### src/rtl/hack_cpu_instruction_step_defines.svh
// Assertion helpers used by the data memory.
`ifndef HACK_CPU_INSTRUCTION_STEP_DEFINES_SVH
`define HACK_CPU_INSTRUCTION_STEP_DEFINES_SVH

// Same-cycle implication, checked only while out of reset.
`define HCPU_ASSERT_IMP(lbl, clk, rst_n, ante, cons, msg) \
    lbl: assert property (@(posedge clk) disable iff (!rst_n) (ante) |-> (cons)) \
        else $error(msg);

// Next-cycle implication, checked only while out of reset.
`define HCPU_ASSERT_NXT(lbl, clk, rst_n, ante, cons, msg) \
    lbl: assert property (@(posedge clk) disable iff (!rst_n) (ante) |=> (cons)) \
        else $error(msg);

`endif

### src/rtl/hcpu_pkg.sv
package hcpu_pkg;

    localparam int WORD_W = 16;
    localparam int PC_W = 15;
    localparam int DATA_WORDS_DEF = 4096;
    localparam int PROGRAM_WORDS_DEF = 32768;

    // Address folding splits the word into two bytes.
    localparam int HALF_W = 8;
    localparam int HALF_SPAN = 1 << HALF_W;

    // Instruction bit positions.
    localparam int INS_CI = 15;
    localparam int INS_AM = 12;
    localparam int INS_FN_LO = 6;
    localparam int INS_FN_HI = 11;
    localparam int INS_DA = 5;
    localparam int INS_DD = 4;
    localparam int INS_DM = 3;
    localparam int INS_JLT = 2;
    localparam int INS_JEQ = 1;
    localparam int INS_JGT = 0;

    // ALU function bit positions.
    localparam int ALU_ZX = 5;
    localparam int ALU_NX = 4;
    localparam int ALU_ZY = 3;
    localparam int ALU_NY = 2;
    localparam int ALU_F = 1;
    localparam int ALU_NO = 0;

    localparam int OUT_TDATA_W = 72;

    typedef logic [WORD_W-1:0] word_t;
    typedef logic [PC_W-1:0] pc_t;
    typedef logic [5:0] alu_fn_t;

    typedef struct packed {
        logic               halted;
        logic               memory_written;
        logic signed [15:0] alu_out;
        logic signed [15:0] d_value;
        logic signed [15:0] a_value;
        pc_t                next_pc;
    } result_t;

    function automatic word_t hack_alu(word_t x, word_t y, alu_fn_t fn);
        word_t xa;
        word_t ya;
        word_t r;
        xa = fn[ALU_ZX] ? '0 : x;
        xa = fn[ALU_NX] ? ~xa : xa;
        ya = fn[ALU_ZY] ? '0 : y;
        ya = fn[ALU_NY] ? ~ya : ya;
        r = fn[ALU_F] ? word_t'(xa + ya) : (xa & ya);
        r = fn[ALU_NO] ? ~r : r;
        return r;
    endfunction

endpackage

### src/rtl/hcpu_amod.sv
module hcpu_amod #(
    parameter int DATA_WORDS = hcpu_pkg::DATA_WORDS_DEF
) (
    input  hcpu_pkg::word_t                 a_i,
    output logic [$clog2(DATA_WORDS)-1:0]   addr_o
);
    import hcpu_pkg::*;

    localparam int AW = $clog2(DATA_WORDS);
    localparam logic [AW:0] MOD_VAL = (AW+1)'(DATA_WORDS);

    // Each byte of A folded into the memory depth by constant tables.
    logic [AW-1:0] hi_tbl [HALF_SPAN];
    logic [AW-1:0] lo_tbl [HALF_SPAN];
    logic [AW:0]   sum;

    for (genvar i = 0; i < HALF_SPAN; i++) begin : g_tbl
        localparam int HI_MOD = (i * HALF_SPAN) % DATA_WORDS;
        localparam int LO_MOD = i % DATA_WORDS;
        assign hi_tbl[i] = AW'(HI_MOD);
        assign lo_tbl[i] = AW'(LO_MOD);
    end

    // Both table entries are below the depth, so one subtraction finishes the fold.
    assign sum = {1'b0, hi_tbl[a_i[WORD_W-1:HALF_W]]} + {1'b0, lo_tbl[a_i[HALF_W-1:0]]};
    assign addr_o = (sum >= MOD_VAL) ? AW'(sum - MOD_VAL) : AW'(sum);

endmodule

### src/rtl/hcpu_core.sv
module hcpu_core #(
    parameter int DATA_WORDS = hcpu_pkg::DATA_WORDS_DEF,
    parameter int PROGRAM_WORDS = hcpu_pkg::PROGRAM_WORDS_DEF
) (
    input  logic                            aclk,
    input  logic                            aresetn,
    input  logic                            accept_i,
    input  hcpu_pkg::word_t                 instruction_i,
    input  hcpu_pkg::word_t                 mem_rdata_i,
    output logic [$clog2(DATA_WORDS)-1:0]   rd_addr_o,
    output logic                            wr_en_o,
    output logic [$clog2(DATA_WORDS)-1:0]   wr_addr_o,
    output hcpu_pkg::word_t                 wr_data_o,
    output hcpu_pkg::result_t               result_o
);
    import hcpu_pkg::*;

    localparam int AW = $clog2(DATA_WORDS);
    localparam logic [PC_W:0] PROG_LIMIT = (PC_W+1)'(PROGRAM_WORDS);

    word_t         a_reg, a_next;
    word_t         d_reg, d_next;
    pc_t           pc_reg, pc_next;
    logic [AW-1:0] addr_reg, addr_next;

    logic  is_comp;
    word_t y_opnd;
    word_t res;
    word_t a_new;
    word_t d_new;
    pc_t   pc_new;
    logic  zr;
    logic  ng;
    logic  jump;
    logic  wr_mem;

    // addr_reg always holds A folded into the memory depth.
    hcpu_amod #(
        .DATA_WORDS(DATA_WORDS)
    ) u_amod (
        .a_i   (a_next),
        .addr_o(addr_next)
    );

    always_comb begin
        is_comp = instruction_i[INS_CI];
        y_opnd = instruction_i[INS_AM] ? mem_rdata_i : a_reg;
        res = hack_alu(d_reg, y_opnd, instruction_i[INS_FN_HI:INS_FN_LO]);
        zr = (res == '0);
        ng = res[WORD_W-1];
        jump = (instruction_i[INS_JLT] && ng) || (instruction_i[INS_JEQ] && zr) ||
               (instruction_i[INS_JGT] && !ng && !zr);

        if (!is_comp) begin
            a_new = instruction_i;
        end else if (instruction_i[INS_DA]) begin
            a_new = res;
        end else begin
            a_new = a_reg;
        end
        d_new = (is_comp && instruction_i[INS_DD]) ? res : d_reg;
        pc_new = (is_comp && jump) ? a_reg[PC_W-1:0] : pc_t'(pc_reg + 1'b1);
        wr_mem = is_comp && instruction_i[INS_DM];

        a_next = accept_i ? a_new : a_reg;
        d_next = accept_i ? d_new : d_reg;
        pc_next = accept_i ? pc_new : pc_reg;

        result_o.next_pc = pc_new;
        result_o.a_value = a_new;
        result_o.d_value = d_new;
        result_o.alu_out = is_comp ? res : '0;
        result_o.memory_written = wr_mem;
        result_o.halted = ({1'b0, pc_new} >= PROG_LIMIT);
    end

    // The store goes to the word at A as it stood before this instruction.
    assign wr_en_o = accept_i && wr_mem;
    assign wr_addr_o = addr_reg;
    assign wr_data_o = res;
    assign rd_addr_o = addr_next;

    always_ff @(posedge aclk) begin
        if (!aresetn) begin
            a_reg <= '0;
            d_reg <= '0;
            pc_reg <= '0;
            addr_reg <= '0;
        end else begin
            a_reg <= a_next;
            d_reg <= d_next;
            pc_reg <= pc_next;
            addr_reg <= addr_next;
        end
    end

endmodule

### config.mk
export PLATFORM = sky130hd
export DESIGN_NAME = hcpu_core
export DESIGN_NICKNAME = d
export VERILOG_FILES = /design/src/rtl/hack_cpu_instruction_step_defines.svh /design/src/rtl/hcpu_pkg.sv /design/src/rtl/hcpu_amod.sv /design/src/rtl/hcpu_core.sv
export SDC_FILE = /design/constraint.sdc
export NUM_CORES = 1
export LEC_CHECK = 0
export ABC_AREA = 1
export BUFFER_PORTS_ARGS = -buffer_cell sky130_fd_sc_hd__buf_4
export CAP_MARGIN = 10
export CORE_MARGIN = 5
export CORE_UTILIZATION = 49
export CTS_CLUSTER_SIZE = 20
export DETAILED_ROUTE_END_ITERATION = 12
export HOLD_SLACK_MARGIN = 0.03
export PLACE_DENSITY = 0.78
export SLEW_MARGIN = 10
export SYNTH_ARGS = -nofsm -noshare
export SYNTH_HDL_FRONTEND = slang
export SYNTH_SLANG_ARGS = --single-unit
### constraint.sdc
create_clock -name aclk -period 3.1 [get_ports aclk]
set_input_delay 0.155 -clock aclk [delete_from_list [all_inputs] [get_ports aclk]]
set_output_delay 0.155 -clock aclk [all_outputs]
set_load 0.01 [all_outputs]
== Word-level counts from Yosys, hierarchy flattened ==
Memories as Yosys holds them, arrays and structs flattened.
Index checks and enable logic that the tools add are counted.
Word-level totals
  memory bits (read-only): 6144
  output and inout port bits: 106
  logic and storage cells: 50
  input bits: 35
  memories: 2
  flip-flop bits (word level): 59
Operators by class
  bitwise operators: 6
  magnitude comparators: 3
  add/subtract/negate cells: 4
  reductions and logical operators: 13
  muxes and demuxes: 18
Memory list
  (no name shown): depth 256, bits a word 12, rd ports 1, clocked after Yosys merged registers in 0, wr ports 0, line hcpu_amod.sv:25  | assign sum = {1'b0, hi_tbl[a_i[WORD_W-1:HALF_W]]} + {1'b0, lo_tbl[a_i[HALF_W-1:0]]};
  (no name shown): depth 256, bits a word 12, rd ports 1, clocked after Yosys merged registers in 0, wr ports 0, line hcpu_amod.sv:25
Operators with widths (number)
  16-bit 2-to-1 mux: 12
  12-bit 2-to-1 mux: 5
  16-bit inverter: 3
  9-bit >= comparator (second input constant): 2
  8-bit inverter with 9-bit output: 2
  16-bit adder: 1
  16-bit AND: 1
  16-bit zero test: 1
  15-bit by 1-bit adder with 15-bit output (second input constant): 1
  15-bit 2-to-1 mux: 1
  12-bit by 12-bit adder with 13-bit output: 1
  13-bit >= comparator (second input constant): 1
  12-bit by 1-bit subtractor with 12-bit output (second input constant): 1
  1-bit logical AND: 8
  1-bit zero test: 2
  1-bit logical OR: 2

== Depth between registers and ports, before layout ==
  depth in word-level cells: 18
  mapped depth: 30
  depth with buffers taken out: 28

== By module ==
A second synthesis with hierarchy kept.
Unflattened totals
  cell total of the unflattened synthesis: 1005
  area, all modules: 5703.0 um^2
Modules (own cells, without submodules)
  hcpu_core: sequential area each 1181.1 um^2, instances 1, area each 5612.9 um^2, cells an instance 993
  hcpu_amod: sequential area each 0.0 um^2, instances 1, area each 90.1 um^2, cells an instance 12

== Least setup slack after synthesis ==
OpenSTA, ideal clock, no wires.
  path type: input to output
  from: in instruction_i[10]
  to: out result_o[6] (netlist bit)
  slack: -0.348 ns
  buffers on the path: 3
  data required time: 2.945 ns
  arrival: 3.293 ns
  stages: 21
  cell sequence: clkbuf_1 > clkbuf_1 > xnor2_1 > ha_1 > fa_1 > nand2_1 > nand2_1 > xor2_1 > nor2_1 > nand2_1 > nor2_1 > nand2_1 > nor2_1 > nand2_1 > nor2_2 > nand3_1 > nand3_4 > nand2_4 > buf_12 > nand2_2 > nand2_1
RTL lines
  start, declared: line hcpu_core.sv:8  | input hcpu_pkg::word_t instruction_i,
  end, declared: line hcpu_core.sv:14  | output hcpu_pkg::result_t result_o

==> results.py <==
metrics = {
    "status": {
        "outcome": "finished with violations",
        "violations": "setup timing",
    },
    "worst_setup_path": {
        "critPathMaxFanout": 8,
        "critical_path_required_ps": 2940,
        "crit_type": "flop to primary output",
        "r2r-end": "pc_reg[9]$_SDFFE_PN0P_",
        "r2r_start": "a_reg[0]$_SDFF_PN0_",
        "reg2reg_depth": 28,
        "endpoint_kind": "primary output",
        "start_kind": "flop",
        "r2r_slack_ps": -470,
        "cp.arrival_ps": 3550,
    },
    "placement": {
        "place_area_um2": 7180,
        "hpwl_um": 15500,
        "place.gp.congestion": 0.934,
        "port_buffers": 139,
    },
    "drt": {
        "routed_wl_um": 20800,
        "route.met3.wl_um": 2020,
        "drt-pass1-iter-count": 6,
        "drc": 0,
        "routed_via_density": 5.29,
        "routed-wl-met2_um": 9530,
        "drtAntennaViolNets": 0,
        "num_vias": 7027,
        "drtIter0Drc": 832,
        "routed.top_layer": "met4",
        "wl_per_cell_um": 15.7,
        "wl_met1_um": 8880,
    },
    "die": {
        "io_pins": 141,
        "core_um2": 10700,
        "die_w_um": 114,
        "rows": 38,
        "dieArea_um2": 13100,
        "start_util": 0.498,
        "dieHeight_um": 114,
    },
    "timing": {
        "rsz0062_at_grt": "yes",
        "hold_viol_final": 0,
        "final-setup-viol-count": 59,
        "skew_ps": 7.46,
        "slew_headroom": 0.397,
        "fmax_ghz": 0.270,
        "hold_ws_ps": 96.1,
        "finalCritPeriodShare": 1.20,
        "worst_pin_slew_ps": 903,
        "report.final.slew_viol_count": 0,
        "period_minus_slack_ps": 3710,
        "worst_slack_ps": -607,
    },
    "yosys": {
        "synth_top_area_cell": "nand2_1",
        "syn_nets": 1015,
        "synth_ff_type": "dfxtp_1",
        "synthArstFlopShare": 0,
        "avgSynthCellArea_um2": 5.56,
        "ys_ff_latch": 47,
        "yosysSeqAreaShare": 0.176,
        "netlist_area_um2": 5350,
        "synth_top_area_frac": 0.182,
        "synth.distinct_cells": 36,
        "synth_cells": 962,
        "synth-edff-count": 0,
        "yosysWarningCount": 0,
        "synthTopCellsByArea": "nand2_1, dfxtp_1, inv_1, nand3_1, xor2_1",
    },
    "grt": {
        "grt_max_degree": 49,
        "grt_pass1_vias": 6248,
        "overflow": 0,
        "gr-usage-all-layers": 0.300,
        "grt_pass1_wl_um": 31600,
        "antenna_found_initial": 0,
    },
    "cells_and_area": {
        "final_nets": 1242,
        "num-fill-cells": 934,
        "final_common_cell": "buf_4",
        "seq_area_um2": 946,
        "fin_area_um2": 7900,
        "drive_above_1_share": 0.358,
        "final_cell_mix": "buf_4, nand2_1, inv_1",
        "diodes": 0,
        "largest_reg_flops": 16,
        "multi_input_area_um2": 3900,
        "syn2layout_area_growth_pct": 47.8,
    },
    "hold_path": {
        "min-delay-start": "aresetn",
        "hold_class": "input port to flop",
        "hold_depth": 3,
    },
    "cts": {
        "clkSlewWorstSetupHoldPaths_ps": 90,
        "clkLatencyLatePin_ps": 320,
        "clkSinkCount": 47,
        "numCtsBuffers": 5,
        "cts_buffer_depth": 2,
        "postCtsHoldBufs": 0,
        "cts_root_buf": "clkbuf_8",
        "cts_tree": "yes",
        "htreeDepth": 2,
    },
    "power": {
        "p_leak_nw": 4.35,
        "power_frac_clock": 0.119,
        "power_mw": 3.16,
        "p_sw_mw": 1.42,
        "p_int_mw": 1.74,
        "switching_share": 0.450,
        "p_seq_frac": 0.215,
        "combinationalPowerShare": 0.666,
        "peakVddDrop_mv": 0.246,
        "powerDensity_nw_per_um2": 400,
    },
    "run": {
        "maxCapViolCount": 0,
    },
}
==> kinds of logic after synthesis <==
group                    after synthesis  synth area share
XOR/XNOR                              47            0.0784
AO/OA/AOI/OAI                        152             0.145
other                                  1          0.000701
AND/OR/NAND/NOR                      480             0.386
buffers and inverters                217             0.171
flip-flops                            47             0.176
adder cells (fa/ha/maj)               18            0.0435
==> worst max-delay path: stages (launching register included) <==
cell     delay (ps)
dfxtp_2         370
nor2_2           40
nor2_1           70
o21ai_1          90
xor2_1          180
ha_2            210
fa_2            370
nand2_4         120
buf_6           110
nand2_4          40
o22ai_4         130
xor2_2          160
nand2_1         100
nor2_1          110
nand2_1          60
nor2_2          100
nand2_2         100
nor2_4          130
nand2_2          70
nand2_2          70
nand3_4         120
buf_8           180
nand3_1         100
nand2_1          70
buf_4           140
==> layer usage <==
metal | vias up | GRT usage
li1 | 3453 | -
met1 | 3189 | 0.413
met2 | 352 | 0.487
met3 | 33 | 0.0529
met4 | 0 | 0.0681
met5 | - | 0
==> synth_stat cells, types with 2 or more instances <==
cell and number:
nand2_1 259, inv_1 152, nand3_1 101, a21oi_1 75, o21ai_0 72, nor2_1 71, dfxtp_1 47, xor2_1 45
clkbuf_1 31, nand2_2 24, ha_1 17, buf_4 15, buf_2 8, nand4_1 7, nor3_1 5, and2_1 3
buf_1 3, inv_2 3, nor2_2 3, or2_2 3, buf_6 2, clkinv_1 2
==> power by group through the flow <==
stage                     combinational (mW)  clock (mW)  sequential, mW
after floorplan                        0.979           0           0.687
after global placement                  1.78           0           0.689
after detailed placement                1.80           0           0.690
after CTS                               1.89       0.378           0.677
after global routing                    2.28       0.399           0.684
final                                   2.10       0.377           0.678
==> how the worst max path moves through the flow <==
| stage | startpoint | end | slack (ps) | cells past startpoint |
|---|---|---|---|---|
| 6_report | a_reg[0]$_SDFF_PN0_ | result_o[6] | -610 | 24 |
| 4_1_cts | a_reg[0]$_SDFF_PN0_ | result_o[6] | -630 | 24 |
| 3_5_place_dp | instruction_i[12] | result_o[14] | -440 | 24 |
| 5_1_grt | a_reg[3]$_SDFF_PN0_ | result_o[6] | -800 | 24 |
| 2_1_floorplan | instruction_i[9] | pc_reg[9]$_SDFFE_PN0P_ | 20 | 25 |
| 3_3_place_gp | instruction_i[12] | result_o[8] | -400 | 24 |
==> final cells by class <==
class                           count  share of cell area
Multi-Input combinational cell    698               0.494
Sequential cell                    47               0.120
Clock buffer                        5             0.00871
Timing Repair Buffer              280               0.279
Inverter                          157              0.0746
Clock inverter                      2             0.00174
Tap cell                          140              0.0222
==> stage by stage <==
stage / utilization / setup TNS [ps] / instances / setup slack, ps
floorplan: - / 0 / 962 / 21.3
global placement: 0.668 / -10980 / 1299 / -404
detailed placement: 0.668 / -12260 / 1299 / -445
CTS: 0.695 / -15790 / 1313 / -625
global route: 0.735 / -32670 / 1329 / -802
finish: 0.735 / -16000 / 1329 / -607
==> repair_timing <==
action,CTS,global route
setup buffers,7,16
resized for setup,59,107
setup endpoints to repair,66,102
pin swaps,21,29
No activity file was read; power rests on OpenSTA's default activity.
