[config.mk]
export PLATFORM = sky130hd
export DESIGN_NAME = hcpu_skid
export DESIGN_NICKNAME = d
export VERILOG_FILES = /design/src/rtl/hack_cpu_instruction_step_defines.svh /design/src/rtl/hcpu_pkg.sv /design/src/rtl/hcpu_skid.sv
export SDC_FILE = /design/constraint.sdc
export NUM_CORES = 1
export LEC_CHECK = 0
export ABC_AREA = 1
export BUFFER_PORTS_ARGS = -buffer_cell sky130_fd_sc_hd__buf_4
export CAP_MARGIN = 20
export CELL_PAD_IN_SITES_DETAIL_PLACEMENT = 0
export CELL_PAD_IN_SITES_GLOBAL_PLACEMENT = 1
export CORE_ASPECT_RATIO = 0.75
export CORE_MARGIN = 2
export CORE_UTILIZATION = 41
export DETAILED_ROUTE_END_ITERATION = 10
export GPL_TIMING_DRIVEN = 1
export PLACE_DENSITY = 0.82
export REMOVE_ABC_BUFFERS = 1
export SETUP_SLACK_MARGIN = 0.5
export SLEW_MARGIN = 20
export SYNTH_ARGS = -nofsm -noshare
export SYNTH_HDL_FRONTEND = slang
export SYNTH_SLANG_ARGS = --single-unit
[constraint.sdc]
create_clock -name aclk -period 6 [get_ports aclk]
set_input_delay 0.3 -clock aclk [delete_from_list [all_inputs] [get_ports aclk]]
set_output_delay 0.3 -clock aclk [all_outputs]
set_load 0.01 [all_outputs]
[src/rtl/hack_cpu_instruction_step_defines.svh]
// Assertion helpers used by the data memory.
`ifndef HACK_CPU_INSTRUCTION_STEP_DEFINES_SVH
`define HACK_CPU_INSTRUCTION_STEP_DEFINES_SVH

// Same-cycle implication, checked only while out of reset.
`define HCPU_ASSERT_IMP(lbl, clk, rst_n, ante, cons, msg) \
    lbl: assert property (@(posedge clk) disable iff (!rst_n) (ante) |-> (cons)) \
        else $error(msg);

// Next-cycle implication, checked only while out of reset.
`define HCPU_ASSERT_NXT(lbl, clk, rst_n, ante, cons, msg) \
    lbl: assert property (@(posedge clk) disable iff (!rst_n) (ante) |=> (cons)) \
        else $error(msg);

`endif

[src/rtl/hcpu_pkg.sv]
package hcpu_pkg;

    localparam int WORD_W = 16;
    localparam int PC_W = 15;
    localparam int DATA_WORDS_DEF = 4096;
    localparam int PROGRAM_WORDS_DEF = 32768;

    // Address folding splits the word into two bytes.
    localparam int HALF_W = 8;
    localparam int HALF_SPAN = 1 << HALF_W;

    // Instruction bit positions.
    localparam int INS_CI = 15;
    localparam int INS_AM = 12;
    localparam int INS_FN_LO = 6;
    localparam int INS_FN_HI = 11;
    localparam int INS_DA = 5;
    localparam int INS_DD = 4;
    localparam int INS_DM = 3;
    localparam int INS_JLT = 2;
    localparam int INS_JEQ = 1;
    localparam int INS_JGT = 0;

    // ALU function bit positions.
    localparam int ALU_ZX = 5;
    localparam int ALU_NX = 4;
    localparam int ALU_ZY = 3;
    localparam int ALU_NY = 2;
    localparam int ALU_F = 1;
    localparam int ALU_NO = 0;

    localparam int OUT_TDATA_W = 72;

    typedef logic [WORD_W-1:0] word_t;
    typedef logic [PC_W-1:0] pc_t;
    typedef logic [5:0] alu_fn_t;

    typedef struct packed {
        logic               halted;
        logic               memory_written;
        logic signed [15:0] alu_out;
        logic signed [15:0] d_value;
        logic signed [15:0] a_value;
        pc_t                next_pc;
    } result_t;

    function automatic word_t hack_alu(word_t x, word_t y, alu_fn_t fn);
        word_t xa;
        word_t ya;
        word_t r;
        xa = fn[ALU_ZX] ? '0 : x;
        xa = fn[ALU_NX] ? ~xa : xa;
        ya = fn[ALU_ZY] ? '0 : y;
        ya = fn[ALU_NY] ? ~ya : ya;
        r = fn[ALU_F] ? word_t'(xa + ya) : (xa & ya);
        r = fn[ALU_NO] ? ~r : r;
        return r;
    endfunction

endpackage

[src/rtl/hcpu_skid.sv]
module hcpu_skid (
    input  logic                aclk,
    input  logic                aresetn,
    input  logic                in_valid_i,
    input  hcpu_pkg::result_t   in_data_i,
    output logic                in_ready_o,
    output logic                out_valid_o,
    input  logic                out_ready_i,
    output hcpu_pkg::result_t   out_data_o
);
    import hcpu_pkg::*;

    result_t main_reg, main_next;
    result_t skid_reg, skid_next;
    logic    main_valid_reg, main_valid_next;
    logic    skid_valid_reg, skid_valid_next;

    always_comb begin
        main_next = main_reg;
        skid_next = skid_reg;
        main_valid_next = main_valid_reg;
        skid_valid_next = skid_valid_reg;
        if (!main_valid_reg || out_ready_i) begin
            if (skid_valid_reg) begin
                main_next = skid_reg;
                main_valid_next = 1'b1;
                skid_valid_next = 1'b0;
            end else begin
                main_next = in_data_i;
                main_valid_next = in_valid_i;
            end
        end else if (in_valid_i) begin
            // Output is stalled: park the new word.
            skid_next = in_data_i;
            skid_valid_next = 1'b1;
        end
    end

    always_ff @(posedge aclk) begin
        if (!aresetn) begin
            main_valid_reg <= 1'b0;
            skid_valid_reg <= 1'b0;
        end else begin
            main_valid_reg <= main_valid_next;
            skid_valid_reg <= skid_valid_next;
        end
        main_reg <= main_next;
        skid_reg <= skid_next;
    end

    assign in_ready_o = !skid_valid_reg;
    assign out_valid_o = main_valid_reg;
    assign out_data_o = main_reg;

endmodule

Yosys cells after proc, flatten, opt, wreduce, memory -nomap -nowiden
Cells that the tools add are included.
- input bits: 69
- memories: 0
- bits in writable memories: 0
- logic and storage cells: 23
- bits in registers: 132
- memory bits (read-only): 0
- bits in latches: 0
- $mul: 0
- bitwise logic cells: 2
- equality and inequality tests: 0
- add/sub/neg operators: 0
- order comparisons: 0
- reductions and logical operators: 5
- divide/modulo/power cells: 0
- shift-type cells: 0
- mux-type cells: 2
- operators by type and width (operator ; number):
    65-bit 2-to-1 mux ; 1
    1-bit logical NOT ; 2
    1-bit NOT ; 2
    2-bit AND reduction ; 1
    2-bit OR reduction ; 1
    1-bit logical OR ; 1
    1-bit 2-to-1 mux ; 1

Longest topological paths before layout
Gate-level depths: netlist of run 1.
- depth after elaboration: 4
- gate-level depth with buffers: 6
- depth with buffers taken out: 3

Worst setup path after synthesis of run 1
No wires, ideal clock.
- kind: register to register
- start: register main_valid_reg (netlist: out_valid_o)
- end: register skid_reg[0] (netlist bit) (enable)
- data arrival time: 4.777 ns
- required time: 5.512 ns
- setup slack: 0.735 ns
- stages on the path, launching flop included: 3
- cells stage by stage: dfxtp_1 -> nand2_1 -> nor2_1
- word-level cells in the longest chain between the ends: 4
- RTL lines (what ; line ; RTL):
    from (decl) ; hcpu_skid.sv:15 ; logic main_valid_reg, main_valid_next;
    from (signal assigned) ; hcpu_skid.sv:44 ; main_valid_reg <= main_valid_next;
    1-bit logical NOT ; hcpu_skid.sv:23 ; if (!main_valid_reg || out_ready_i) begin
    1-bit logical OR ; hcpu_skid.sv:23 ;
    1-bit NOT (no line) ; - ;
    2-bit AND reduction (no line) ; - ;
    to (signal assigned) ; hcpu_skid.sv:48 ; skid_reg <= skid_next;
    to (decl) ; hcpu_skid.sv:14 ; result_t skid_reg, skid_next;
No other way between the ends.
A chain may end at the register's enable or synchronous reset.

Worst setup path after layout of run 1
- start: register main_valid_reg (netlist: out_valid_o)
- end: register skid_reg[15] (netlist bit) (enable)
The elaborated chain is that of the path after synthesis.

==> summary.md, run 1 <==
| Metric | Value |
|---|---|
| Worst Skew | `between 0.009 and 0.01 ns` |
| ANT nets after route | `0` |
| Largest net degree at the start of global routing | `68` |
| Final setup vio count | `0` |
| Top-Level Pins | `136` |
| RSZ-0062 raised after global routing | `false` |
| Period Utilization, post-route | `approximately 45%` |
| Pleak | `2.76 nW` |
| H-tree Lvls | `4` |
| Clk sinks | `~130` |
| Total global-route track usage | `roughly 16%` |
| Final Hold Fails | `0` |
| Delay-heaviest family, CP | `simple AND/OR/NAND/NOR gates` |
| HPWL after DPL | `just over 6000 microns` |
| Post-synthesis sequential area ratio | `between 80% and 90%` |
| Die Wd | `between 100 and 150 microns` |
| Max Cap Viol | `0` |
| Row count | `34` |
| Mean number of vias per cell | `roughly 4.4` |
| Crit path largest cell delay | `a little under 0.9 ns` |
| #FFs+latches synth | `~130` |
| Worst path slowest cell | `nor2_4` |
| Status | `complete, no violations` |
| Peak Freq | `roughly 370 MHz` |
| Reg2reg start | `out_valid_o$_SDFFE_PN0P_` |
| Root Driver | `clkbuf_16` |
| Worst Path Buf+Inv | `1` |
| Worst-path clk slew | `roughly 0.050 ns` |
| Placer Congestion | `between 0.7 and 0.8` |
| Ant. Diodes | `0` |
| Data arrival time of the worst path | `between 2 and 3 ns` |
| Via count | `between 2000 and 3000` |
| Mapped Avg Cell Area | `13.8 sq um` |
| Async SR Flop Fraction | `0%` |
| Fraction of layout instances using a drive strength above 1 | `34.3%` |
| IO Port Bufs | `~140` |
| CTS Buffer Depth | `2` |
| Clk network pwr share | `slightly above 40%` |
| Full die area | `between 10000 and 15000 sq um` |
| Hold path depth | `1` |
| Num CTS Buffers | `17` |
| Sw Ratio | `approximately a fifth` |
| First-pass GRT wire length | `approximately 15000 microns` |
| Fin Hold WS | `0.0809 ns` |
| Kind of critical path | `reg2reg` |
| Max FO, Critical Path | `between 60 and 70` |
| Synth top area cells | `edfxtp_1, nand2_1, buf_6` |
| Most used DFF post-synth | `edfxtp_1` |
| Sequential share of power | `about half` |
| Mapped cell area | `a little under 5000 sq um` |
| Post-synthesis instance total | `between 300 and 400` |
| Post-cts gate resize count | `0` |
| Number of flops mapped to enable cells by yosys | `130` |
| Final wirelength | `between 9000 and 10000 microns` |
| Combinational power share | `under 10%` |
| Avg WL per Cell | `between 10 and 15 microns` |
| PD cells | `327 nW/um^2` |
| Psw | `0.441 mW` |
| Syn-to-layout area delta | `32.9%` |
| CP Cell Sequence | `nand2_4 -> nor2_4 -> buf_4` |
| R2R cell count | `3` |
| WHS Endpoint | `skid_reg[1]$_DFFE_PP_` |
| Initial Utilization | `42.1%` |
| Fillers | `approximately 990` |
| Most numerous cell in the Yosys netlist | `nand2_1` |
| Initial antenna violation count | `0` |
| CTS tree | `yes` |
| CTS Hold Buffers Added | `0` |
| Vias in the first global route | `slightly below 3000` |
| Final Max Slew Viols | `0` |
| Startpoint types | `flop` |
| Hold path start | `in_data_i[1]` |
| Post-synth top area share | `80.2%` |
| Required @ worst endpoint | `around 6 ns` |
| Distinct cells, synth | `12` |
| DRC Markers | `0` |
| Die Ht | `between 90 and 100 microns` |
| Internal Power | `~1.7 mW` |
| NumNets Final | `around 560` |
| Worst-margin pin slew | `0.912 ns` |
| Slew HR | `39.2%` |
| Iteration-0 DRC Markers | `249` |
| Insertion delay to the later sink of the worst-skew pair | `~0.4 ns` |
| Peak supply drop | `around 180 uV` |
| Worst Hold Class | `in2reg` |
| YS warnings | `0` |
| Reg2reg setup slack | `approximately 3.3 ns` |
| R2R Path End | `skid_reg[15]$_DFFE_PP_` |
| Leading cell types by count after synthesis | `nand2_1, edfxtp_1, nand2_2` |
| CP Capture Type | `flop` |
| Post-CTS setup buffers | `0` |
| Fin Setup TNS | `0 ns` |
| Core Region | `about 12000 sq um` |
| Period minus WS final | `2.70 ns` |
| Grt total ovfl | `0` |
| Area leader, netlist | `edfxtp_1` |
| DRT Pass-1 Iters | `5` |
through the flow:
stage	instance area (sq um)	std cells	worst slack, ns	total power [mW]	utilization (%)
floorplan	4740	337	0.735	1.17	-
global placement	5990	636	3.22	1.28	51.8
detailed placement	5990	636	3.11	1.28	51.8
CTS	6470	666	3.21	2.14	55.9
global route	6470	666	3.00	2.20	55.9
finish	6470	666	3.30	2.12	55.9
worst max-delay path by stage:
stage	from	cells after the start	to
2_1_floorplan	out_valid_o$_SDFFE_PN0P_	2	skid_reg[0]$_DFFE_PP_
3_3_place_gp	out_ready_i	5	skid_reg[10]$_DFFE_PP_
3_5_place_dp	out_ready_i	5	skid_reg[10]$_DFFE_PP_
4_1_cts	out_valid_o$_SDFFE_PN0P_	3	skid_reg[15]$_DFFE_PP_
5_1_grt	out_valid_o$_SDFFE_PN0P_	3	skid_reg[22]$_DFFE_PP_
6_report	out_valid_o$_SDFFE_PN0P_	3	skid_reg[15]$_DFFE_PP_
power groups by stage:
stage               Clock [mW]  Sequential (mW)  Combinational (mW)
finish                   0.852             1.09               0.171
global route             0.911             1.10               0.189
CTS                      0.872             1.09               0.175
detailed placement           0             1.11               0.175
global placement             0             1.11               0.170
floorplan                    0             1.13              0.0372
worst register-to-register path: stages (launching register included):
cell and delay, ns:
dfxtp_1 0.39, nand2_4 0.48, nor2_4 0.90, buf_4 0.56
cells in the final DEF (no fill, tap or decap):
cell / count
nor2_1: 2
clkinv_2: 4
inv_1: 2
nor2_4: 1
edfxtp_1: 130
dfxtp_1: 1
o21ai_0: 1
clkbuf_16: 17
dfxtp_2: 1
clkinvlp_4: 1
nand3_1: 1
clkbuf_1: 5
clkinv_1: 3
inv_4: 1
nand2_1: 186
buf_4: 137
nand2_4: 1
nand2_2: 10
area by class of cell:
cell class,instances,area [sq um],share of cell area (%)
multi-input cells,202,801,12.4
well taps,162,203,3.13
clock buffers,22,444,6.86
inverters,3,13.8,0.213
flip-flops and latches,132,3950,60.9
repair buffers,137,1030,15.9
clock inverters,8,38.8,0.599
metal layers:
layer  track usage, %  up-vias  wire length [microns]
met5                0        -                      0
met4             4.96        0                     24
met3             7.67        2                    897
met2             21.4      125                   4070
met1             22.0     1337                   4650
li1                 -     1468                      -
cells by family after synthesis:
group           after synthesis  share of synthesized area, %
buf+inv                      18                          2.88
simple gates                201                          16.0
compound gates                1                         0.103
flops                       132                          81.0
Power figures use the tool's default switching activity.
==> inputs of run 2 (changes only) <==
clock period = 2.7 ns   (was 6 ns; I/O delays follow)
==> summary.md, run 2 (same netlist as run 1, synthesis figures left out) <==
| Metric | Value |
|---|---|
| Status | `complete, no violations` |
| Final worst slack | `0.906 ns (-2.39 ns)` |
| Reg2reg start | `skid_valid_reg$_SDFFE_PP0P_` |
| Placer Congestion | `0.791 (+1.2%)` |
| Vias in the first global route | `3286 (+14%)` |
| Top-Level Pins | `136 (unchanged)` |
| Startpoint types | `flop` |
| Period minus WS final | `1.79 ns (-0.909 ns)` |
| H-tree Lvls | `4 (unchanged)` |
| Iteration-0 DRC Markers | `239 (-4.0%)` |
| Num CTS Buffers | `17 (unchanged)` |
| Sw Ratio | `21.5% (+0.67 points)` |
| IO Port Bufs | `135 (unchanged)` |
| Required @ worst endpoint | `3.05 ns (-2.99 ns)` |
| Peak supply drop | `505 uV (+180%)` |
| Max Cap Viol | `0 (unchanged)` |
| RSZ-0062 raised after global routing | `false` |
| DP Area | `6010 sq um (+0.25%)` |
| Mean number of vias per cell | `4.43 (+0.74%)` |
| Row count | `34 (unchanged)` |
| Clk sinks | `132 (unchanged)` |
| DRT Pass-1 Iters | `5 (unchanged)` |
| Commonest non-fill, non-tap cells in the layout | `nand2_1, buf_4, edfxtp_1` |
| Pleak | `3.06 nW (+11%)` |
| Root Driver | `clkbuf_16` |
| Clk network pwr share | `41.6% (+1.3 points)` |
| Grt met2 use | `26.2% (+4.8 points)` |
| ANT nets after route | `0 (unchanged)` |
| Full die area | `12800 sq um (unchanged)` |
| Initial antenna violation count | `0 (unchanged)` |
| Fin Setup TNS | `0 ns (unchanged)` |
| Setup WS pre-CTS | `1.10 ns (-2.01 ns)` |
| Worst Hold Class | `in2reg` |
| First-pass GRT wire length | `16600 microns (+12%)` |
| Max FO, Critical Path | `67 (+1.5%)` |
| NumNets Final | `632 (+12%)` |
| Die Ht | `98.4 microns (unchanged)` |
| Period Utilization, post-route | `66.4% (+21 points)` |
| PD cells | `687 nW/um^2 (+110%)` |
| Sequential share of power | `49.0% (-2.6 points)` |
| Initial Utilization | `42.1% (unchanged)` |
| HPWL after DPL | `6460 microns (+4.8%)` |
| Core Region | `11600 sq um (unchanged)` |
| Worst Skew | `0.00694 ns (-0.00247 ns)` |
| Worst-margin pin slew | `0.750 ns (-0.162 ns)` |
| Largest net degree at the start of global routing | `68 (unchanged)` |
| Psw | `1.07 mW (+140%)` |
| Total global-route track usage | `17.5% (+1.9 points)` |
| Combinational power share | `9.5% (+1.4 points)` |
| CP Capture Type | `flop` |
| Busiest grt layer | `met2` |
| Post-CTS setup buffers | `0 (unchanged)` |
| CTS tree | `yes` |
| Ant. Diodes | `0 (unchanged)` |
| Slew HR | `50.0% (+11 points)` |
| Grt met3 use | `6.30% (-1.4 points)` |
| Insertion delay to the later sink of the worst-skew pair | `0.41 ns (about the same)` |
| DRC Markers | `0 (unchanged)` |
| Post-route design area | `7210 sq um (+11%)` |
| Final Max Slew Viols | `0 (unchanged)` |
| Final setup vio count | `0 (unchanged)` |
| Kind of critical path | `reg2reg` |
| CTS Buffer Depth | `2 (unchanged)` |
| Commonest non-fill, non-tap cell in the layout | `nand2_1` |
| Die Wd | `130 microns (unchanged)` |
| Final wirelength | `11000 microns (+14%)` |
| Syn-to-layout area delta | `48.2%` |
| Avg WL per Cell | `14.9 microns (+2.8%)` |
| Grt total ovfl | `0 (unchanged)` |
| Fraction of layout instances using a drive strength above 1 | `31.1% (-3.2 points)` |
| Final Hold Fails | `0 (unchanged)` |
| Worst-path clk slew | `0.05 ns (about the same)` |
| Internal Power | `3.89 mW (+130%)` |
| Hold path start | `out_ready_i` |
| Data arrival time of the worst path | `2.14 ns (-0.60 ns)` |
| Via count | `3273 (+12%)` |
| Peak Freq | `558 MHz (+51%)` |
| Fin util | `62.3% (+6.4 points)` |
| Met1 usage | `24.0% (+2.0 points)` |
| CP Launch Point | `skid_valid_reg$_SDFFE_PP0P_` |
==> run 2: final cells by class <==
class	instances	area, sq um
fillers	908	4360
flip-flops and latches	132	3950
repair buffers	207	1720
multi-input cells	202	801
clock buffers	21	440
well taps	162	203
clock inverters	11	87.6
inverters	3	13.8
==> run 2: routing by layer <==
layer / part of all wire (%) / vias up
met4: 1.1 / 0
met3: 8.2 / 13
li1: - / 1611
met1: 46 / 1520
met2: 45 / 129
met5: 0 / -
==> run 2: final timing paths <==
kind / endpoint / slack [ns] / depth (start not counted)
worst min-delay path: skid_valid_reg$_SDFFE_PP0P_ / 0.04 / 4
worst min register to register: out_data_o[1]$_DFFE_PP_ / 0.52 / 2
worst max-delay path: out_valid_o$_SDFFE_PN0P_ / 0.91 / 4
worst max register to register: out_valid_o$_SDFFE_PN0P_ / 0.91 / 4
==> run 2: power by group through the flow <==
stage | clock network [mW] | logic [mW] | registers (mW)
floorplan | 0 | 0.0828 | 2.51
global placement | 0 | 0.382 | 2.47
detailed placement | 0 | 0.393 | 2.47
CTS | 2.09 | 0.473 | 2.43
global route | 2.17 | 0.511 | 2.44
finish | 2.06 | 0.471 | 2.43
==> run 2: through the flow <==
step	power (mW)	hold slack [ns]	std cells
after floorplan	2.60	0.234	337
after global placement	2.85	0.324	638
after detailed placement	2.86	0.325	638
after CTS	4.99	0.0255	738
after global routing	5.12	0.0750	738
final	4.96	0.0424	738
==> run 2: critical path: stages, from the launching register on <==
cell and delay [ns]:
dfxtp_2 0.34, buf_4 0.56, o21ai_0 0.18, dlygate4sd3_1 0.59, nand2_1 0.06
==> run 2: repair_timing <==
item,4_1_cts,5_1_grt
gates resized for setup,0,0
hold buffers,68,0
hold endpoints to repair,95,0
==> inputs of run 3 (changes only) <==
clock period = 1.8 ns   (was 2.7 ns; I/O delays follow)
==> summary.md, run 3 (same netlist as run 1, synthesis figures left out) <==
| Metric | Value |
|---|---|
| Status | `complete, no violations` |
| Max Cap Viol | `0 (unchanged)` |
| DRC Markers | `0 (unchanged)` |
| Final worst slack | `0.579 ns (-0.328 ns)` |
| Total global-route track usage | `17.3% (-0.21 points)` |
| Peak supply drop | `818 uV (+62%)` |
| Insertion delay to the later sink of the worst-skew pair | `0.40 ns (about the same)` |
| Slew HR | `72.3% (+22 points)` |
| Data arrival time of the worst path | `1.13 ns (-1.01 ns)` |
| Worst Skew | `0.00630 ns (-0.000640 ns)` |
| CTS Buffer Depth | `2 (unchanged)` |
| Fin Setup TNS | `0 ns (unchanged)` |
| ANT nets after route | `0 (unchanged)` |
| Period Utilization, post-route | `between 60% and 70%` |
| Pleak | `3.13 nW (+2.2%)` |
| Full die area | `12800 sq um (unchanged)` |
| Setup WS pre-CTS | `0.491 ns (-0.607 ns)` |
| Worst path slowest cell | `dfxtp_4` |
| Required @ worst endpoint | `1.71 ns (-1.34 ns)` |
| Syn-to-layout area delta | `51.3%` |
| Die Wd | `130 microns (unchanged)` |
| Crit path largest cell delay | `0.43 ns (-0.16 ns)` |
| Commonest non-fill, non-tap cells in the layout | `nand2_1, buf_4, edfxtp_1` |
| Final wirelength | `10800 microns (-2.1%)` |
| Startpoint types | `flop` |
| DRT Pass-1 Iters | `4 (-1)` |
| CTS tree | `yes` |
| Initial Utilization | `42.1% (unchanged)` |
| Die Ht | `98.4 microns (unchanged)` |
| Placer Congestion | `0.746 (-5.7%)` |
| Fraction of layout instances using a drive strength above 1 | `31.4% (+0.29 points)` |
| Fillers | `863 (-5.0%)` |
| Mean number of vias per cell | `4.52 (+1.9%)` |
| Root Driver | `clkbuf_16` |
| Final Hold Fails | `0 (unchanged)` |
| Final non-filler cell total | `739 (+0.14%)` |
| HPWL after DPL | `6040 microns (-6.6%)` |
| Final Power | `7.86 mW (+58%)` |
| Initial antenna violation count | `0 (unchanged)` |
| Kind of critical path | `reg2out` |
| H-tree Lvls | `4 (unchanged)` |
| Via count | `3339 (+2.0%)` |
| Row count | `34 (unchanged)` |
| Period minus WS final | `~1.2 ns` |
| Worst-margin pin slew | `0.415 ns (-0.335 ns)` |
| Iteration-0 DRC Markers | `192 (-20%)` |
| Top-Level Pins | `136 (unchanged)` |
| Grt total ovfl | `0 (unchanged)` |
| IO Port Bufs | `135 (unchanged)` |
| Ant. Diodes | `0 (unchanged)` |
| Peak Freq | `a little over 800 MHz` |
| RSZ-0062 raised after global routing | `false` |
| Worst-path clk slew | `0.05 ns (about the same)` |
| Clk sinks | `132 (unchanged)` |
| Avg WL per Cell | `14.6 microns (-2.2%)` |
| PD cells | `1070 nW/um^2 (+55%)` |
| CP Capture Type | `output port` |
| Placed Cells | `638 (unchanged)` |
| CP Cell Sequence | `clkinv_16 -> buf_4` |
| NumNets Final | `634 (+0.32%)` |
| Final Max Slew Viols | `0 (unchanged)` |
| Num CTS Buffers | `17 (unchanged)` |
| Final setup vio count | `0 (unchanged)` |
| Core Region | `11600 sq um (unchanged)` |
| Max FO, Critical Path | `33 (-51%)` |
| Fin Hold WS | `0.328 ns (+0.286 ns)` |
| Largest net degree at the start of global routing | `68 (unchanged)` |
| Worst Hold Class | `in2reg` |
| First-pass GRT wire length | `16400 microns (-0.92%)` |
| Commonest non-fill, non-tap cell in the layout | `nand2_1` |
| Vias in the first global route | `3326 (+1.2%)` |
-- run 3: layout make-up --
cell class	instances	area (sq um)	area share (%)
inverter	3	37.5	0.510
multi-input combinational	202	801	10.9
timing repair inverter	1	11.3	0.153
tap	162	203	2.75
timing repair buffer	208	1770	24.0
clock buffer	21	440	5.98
sequential	132	3950	53.6
clock inverter	10	158	2.14
-- run 3: power by group --
group          switching (mW)  internal [mW]
registers              0.0577           3.58
logic                   0.322          0.393
clock network            1.21           2.30
-- run 3: final timing paths --
kind                                from                 endpoint  slack (ns)  cells past startpoint
max          skid_valid_reg$_SDFFE_PP0P_               in_ready_o        0.58                      2
min reg2reg        skid_reg[5]$_DFFE_PP_  out_data_o[5]$_DFFE_PP_        0.51                      2
min                          out_ready_i   skid_reg[54]$_DFFE_PP_        0.33                      5
max reg2reg     out_valid_o$_SDFFE_PN0P_   skid_reg[51]$_DFFE_PP_        0.59                      3
-- run 3: worst max-delay path: cells and delay by family (launching register included) --
| kind | cells | cell delay [ns] |
|---|---|---|
| DFF | 1 | 0.43 |
| buffers and inverters | 2 | 0.30 |
-- run 3: stage by stage --
step / util [%] / area [sq um]
after floorplan: - / 4740
after global placement: 52.1 / 6030
after detailed placement: 52.1 / 6030
after CTS: 63.3 / 7320
after global routing: 63.7 / 7370
final: 63.7 / 7370
-- run 3: repair_timing --
| action | 4_1_cts | 5_1_grt |
|---|---|---|
| endpoints found under the setup margin | 10 | 50 |
| gates cloned | 0 | 1 |
| pin swaps | 0 | 0 |
| endpoints found under the hold margin | 132 | 0 |
| gates resized for setup | 4 | 6 |
| hold buffers | 68 | 0 |
| buffers inserted | 0 | 1 |
-- run 3: per-layer routing --
metal  track usage, %  share of wire (%)
met1             22.6                 46
met2             26.3                 44
met3             6.19                7.7
met4             7.78                1.8
met5                0                  0
